--- src/rtl/nsvb_pkg.sv ---
// ----------------------------------------------------------------------------
// nsvb_pkg
// Shared widths, command codes and status codes of the norm-sorted vector
// bucket.
// ----------------------------------------------------------------------------
package nsvb_pkg;

    localparam int ID_W    = 31;
    localparam int ELEM_W  = 16;
    localparam int DIR_W   = 16;
    localparam int NORM_W  = 24;
    localparam int SCORE_W = 32;
    localparam int SUMSQ_W = 40;
    localparam int DOT_W   = 40;
    localparam int NUM_W   = 36;
    localparam int QUO_W   = 17;

    typedef enum logic [1:0] {
        CMD_INSERT = 2'd0,
        CMD_ERASE  = 2'd1,
        CMD_SCORE  = 2'd2,
        CMD_MAX    = 2'd3
    } cmd_t;

    typedef enum logic [2:0] {
        ST_OK        = 3'd0,
        ST_FULL      = 3'd1,
        ST_NOT_FOUND = 3'd2,
        ST_EMPTY     = 3'd3,
        ST_ELEM      = 3'd4
    } status_t;

endpackage

--- src/rtl/nsvb_div.sv ---
// ----------------------------------------------------------------------------
// nsvb_div
// Restoring divider, one quotient bit per cycle. The caller guarantees that
// the quotient fits in QUO_W bits.
// ----------------------------------------------------------------------------
module nsvb_div (
    input  logic                              clk,
    input  logic                              rst_n,
    input  logic                              start,
    input  logic [nsvb_pkg::NUM_W-1:0]        num,
    input  logic [nsvb_pkg::NORM_W-1:0]       den,
    output logic                              done,
    output logic [nsvb_pkg::QUO_W-1:0]        quo
);

    localparam int REM_W  = nsvb_pkg::NORM_W;
    localparam int Q_W    = nsvb_pkg::QUO_W;
    localparam int STEP_W = $clog2(Q_W + 1);

    logic              run_reg;
    logic              done_reg;
    logic [STEP_W-1:0] step_reg;
    logic [REM_W-1:0]  rem_reg;
    logic [REM_W-1:0]  den_reg;
    logic [Q_W-1:0]    quo_reg;
    logic [REM_W:0]    trial;
    logic              ge;

    assign trial = {rem_reg, quo_reg[Q_W-1]};
    assign ge    = trial >= {1'b0, den_reg};

    always_ff @(posedge clk or negedge rst_n)
    begin
        if (!rst_n)
        begin
            run_reg  <= 1'b0;
            done_reg <= 1'b0;
            step_reg <= '0;
        end
        else
        begin
            done_reg <= 1'b0;
            if (start)
            begin
                run_reg  <= 1'b1;
                step_reg <= STEP_W'(Q_W);
            end
            else if (run_reg)
            begin
                step_reg <= step_reg - STEP_W'(1);
                if (step_reg == STEP_W'(1))
                begin
                    run_reg  <= 1'b0;
                    done_reg <= 1'b1;
                end
            end
        end
    end

    always_ff @(posedge clk)
    begin
        if (start)
        begin
            rem_reg <= REM_W'(num[nsvb_pkg::NUM_W-1:Q_W]);
            quo_reg <= num[Q_W-1:0];
            den_reg <= den;
        end
        else if (run_reg)
        begin
            rem_reg <= ge ? REM_W'(trial - {1'b0, den_reg}) : REM_W'(trial);
            quo_reg <= {quo_reg[Q_W-2:0], ge};
        end
    end

    assign done = done_reg;
    assign quo  = quo_reg;

endmodule

--- config.mk ---
export PLATFORM = sky130hd
export DESIGN_NAME = nsvb_div
export DESIGN_NICKNAME = d
export VERILOG_FILES = /design/src/rtl/nsvb_pkg.sv /design/src/rtl/nsvb_div.sv
export SDC_FILE = /design/constraint.sdc
export NUM_CORES = 1
export LEC_CHECK = 0
export CORE_MARGIN = 2
export CORE_UTILIZATION = 55
export DETAILED_ROUTE_END_ITERATION = 16
export DONT_BUFFER_PORTS = 1
export PLACE_DENSITY = 0.7
export SLEW_MARGIN = 20
export SYNTH_ARGS = -nofsm -noshare
export SYNTH_HDL_FRONTEND = slang
export SYNTH_SLANG_ARGS = --single-unit
--- constraint.sdc ---
create_clock -name clk -period 6.2 [get_ports clk]
set_clock_uncertainty 0.05 [all_clocks]
set_input_delay 0.62 -clock clk [delete_from_list [all_inputs] [get_ports clk]]
set_output_delay 0.62 -clock clk [all_outputs]
set_load 0.02 [all_outputs]
==> flow_summary.toml <==
[setup_path]
critPathRequiredTime_ns = 6.25
cp-end-kind = "flop"
crit_path_start_kind = "flop"
crit_fanout = 7
arrival_ns = 3.32
r2r_cells = 11
crit_type = "reg2reg"

[routing]
wl_per_cell_um = 18.89
remaining_drc_errors = 0
via_count = 3556
drt_pre_antenna_iters = 4
vias_per_cell = 6.384
drtIter0Drc = 176
drtAntennaViolNets = 0
routed_wl_um = 10520

[global_route]
overflow = 0
grt_pass1_wl_um = 17570
grt_max_degree = 75
grt_pass1_vias = 3605
antenna_found_initial = 0
grt_use_total_pct = 22.85

[sta]
min_period_ns = 3.269
hold_viol_final = 0
setup_tns_ns = 0
finalSetupViolCount = 0
maxSlewViolCount = 0
rsz0062_at_grt = "no"
whs_ns = 0.3016
final.period_utilization_pct = 52.73
worst_slew_pin_slew_ns = 1.021
slew-limit-headroom_pct = 31.86
max_freq_mhz = 305.9

[placement]
placed_cell_area_um2 = 4737
dp_hpwl_um = 7298
place_congestion = 0.9183
portBuffers = 0

[power_and_ir_drop]
cellPowerDensity_nw_per_um2 = 516.9
p_leak_nw = 1.947
totalPowerFinal_mw = 2.561
vdd_drop_max_v = 0.0002298

[status]
status = "complete, no violations"

[yosys]
yosysUniqueCellTypes = 67
synth_top_family_by_area = "compound AO/OA/AOI/OAI gates"
synth_area_um2 = 4727
postSynthCellCount = 457
synth_mux_area_share_pct = 4.500
synth-simple-area-share_pct = 14.74
synth_seq_area_share_pct = 43.94
syn-num-nets = 547
synth_compound_area_share_pct = 20.38
async_reset_ff_share_pct = 9.722
ys_ff_latch = 72
synth_flop_cell = "edfxtp_1"
yosysWarnings = 0
synth_edf_count = 60
syn_area_per_cell_um2 = 10.34
synthXorXnorAreaFrac_pct = 3.706
synth_adder_area_share_pct = 7.305

[worst_hold_path]
hp-class = "in2reg"
hold_path_depth = 1

[final_layout]
final_cell_area_um2 = 4955
n_antenna_cell = 0
nNetsFinal = 537
fill_cells = 748
layout-drive-gt1-share_pct = 11.95
area_delta_synth_final_pct = 4.817

[die]
ios = 81
core_region_area_um2 = 8258
die-area_um2 = 9352
die_w_um = 96.71
start_util_pct = 57.24
row_count = 33
die_h_um = 96.71

[clock_tree]
numClockSinks = 72
htree_levels = 3
cts.clk_slew.worst_paths_ns = 0.09
clockBufferDepth = 2
cts_tree = "yes"
cts_root_buffer = "clkbuf_8"
insertion_delay_ns = 0.35
ctsResizeCount = 0
cts_hold_buf = 1
cts_buffers = 9
cts_setup_buffers = 0

[flow_run]
maxCapViolCount = 0
## cell usage after synthesis, drive strengths merged, types with 8 or more instances
library cell	number	area share, %
xor2	9	1.7
a21oi	23	2.5
nand2	22	1.7
nor3	18	2.3
inv	33	2.6
edfxtp	60	38
ha	26	6.9
nand3	14	1.5
clkbuf	10	0.79
xnor2	11	2.0
buf	13	1.9
mux2	18	4.3
o21a	8	1.4
o21ai	25	3.0
and3	9	1.2
nor2	31	2.6
a21o	11	1.7
a31oi	15	2.1
## cell usage in the layout (no fill, tap or decap), types with 3 or more instances in the layout
cell / n
and4_1: 4
o211ai_1: 4
clkbuf_8: 9
and3_1: 9
a31oi_1: 14
o21a_1: 7
nor4_1: 4
ha_1: 26
a41oi_1: 4
xnor2_1: 11
nor2_1: 30
edfxtp_1: 60
nand3_1: 14
a211oi_1: 5
dfxtp_1: 5
nand2_1: 22
o311ai_1: 3
o21ai_0: 10
nor3_2: 4
inv_1: 33
o21bai_1: 3
a311oi_1: 3
or3_1: 3
nand4_1: 7
nor3_1: 14
nor3b_1: 4
o21ai_1: 13
inv_6: 4
xor2_1: 9
a21o_1: 11
mux2_2: 18
dfrtp_1: 7
a21oi_1: 22
and2_1: 7
o31ai_1: 5
## final cells by class
| class | instances | area (um^2) | area share [%] |
|---|---|---|---|
| clock buffer | 9 | 123.9 | 2.500 |
| clock inverter | 7 | 83.83 | 1.692 |
| tap | 105 | 131.4 | 2.652 |
| inverter | 34 | 127.6 | 2.576 |
| sequential | 72 | 2077 | 41.92 |
| timing repair buffer | 2 | 17.52 | 0.3535 |
| multi-input combinational | 328 | 2394 | 48.31 |
## per-layer routing
layer	wire, um	part of all wire (%)	up-vias	GRT usage, %
li1	-	-	1706	-
met1	4748	45	1716	30.60
met2	4969	47	117	36.91
met3	672	6.4	17	5.708
met4	131	1.2	0	6.717
met5	0	0	-	0
## cells by family after synthesis
kind of cell,after synthesis
adder cells (fa/ha/maj),27
AND/OR/NAND/NOR,131
multiplexers,19
XOR/XNOR,20
AO/OA/AOI/OAI,131
flip-flops,72
buffers and inverters,57
## worst paths after layout
check | from | endpoint | slack, ns
min in group asynchronous | rst_n | step_reg[4] | 0.55
worst min-delay path | start | rem_reg[20] | 0.30
worst max register to register | quo[16] | rem_reg[18] | 2.93
worst max-delay path | quo[16] | rem_reg[18] | 2.93
worst min register to register | rem_reg[19] | rem_reg[20] | 0.46
max in group asynchronous | rst_n | done | 5.31
## worst max-delay path: stages (launching register included)
cell,delay [ns]
edfxtp_1,0.51
inv_1,0.12
ha_1,0.17
inv_1,0.06
fa_1,0.42
a211oi_1,0.34
o21ai_1,0.18
a31oi_2,0.39
o21ai_1,0.15
a221oi_1,0.38
xor2_1,0.18
o31ai_1,0.08
## power by group
group,total (mW),internal (mW),switching [mW]
Sequential,0.825,0.696,0.129
Clock,0.393,0.194,0.199
Combinational,1.34,0.534,0.809
Total,2.56,1.42,1.14
## through the flow
| step | instances | util, % | worst slack (ns) |
|---|---|---|---|
| 3_5_place_dp | 540 | 57.36 | 3.006 |
| 2_1_floorplan | 457 | - | 3.324 |
| 6_report | 557 | 60.00 | 2.931 |
| 4_1_cts | 557 | 60.00 | 2.972 |
| 3_3_place_gp | 540 | 57.36 | 3.051 |
| 5_1_grt | 557 | 60.00 | 2.649 |
Note: power is estimated with default switching activity, not from simulation.
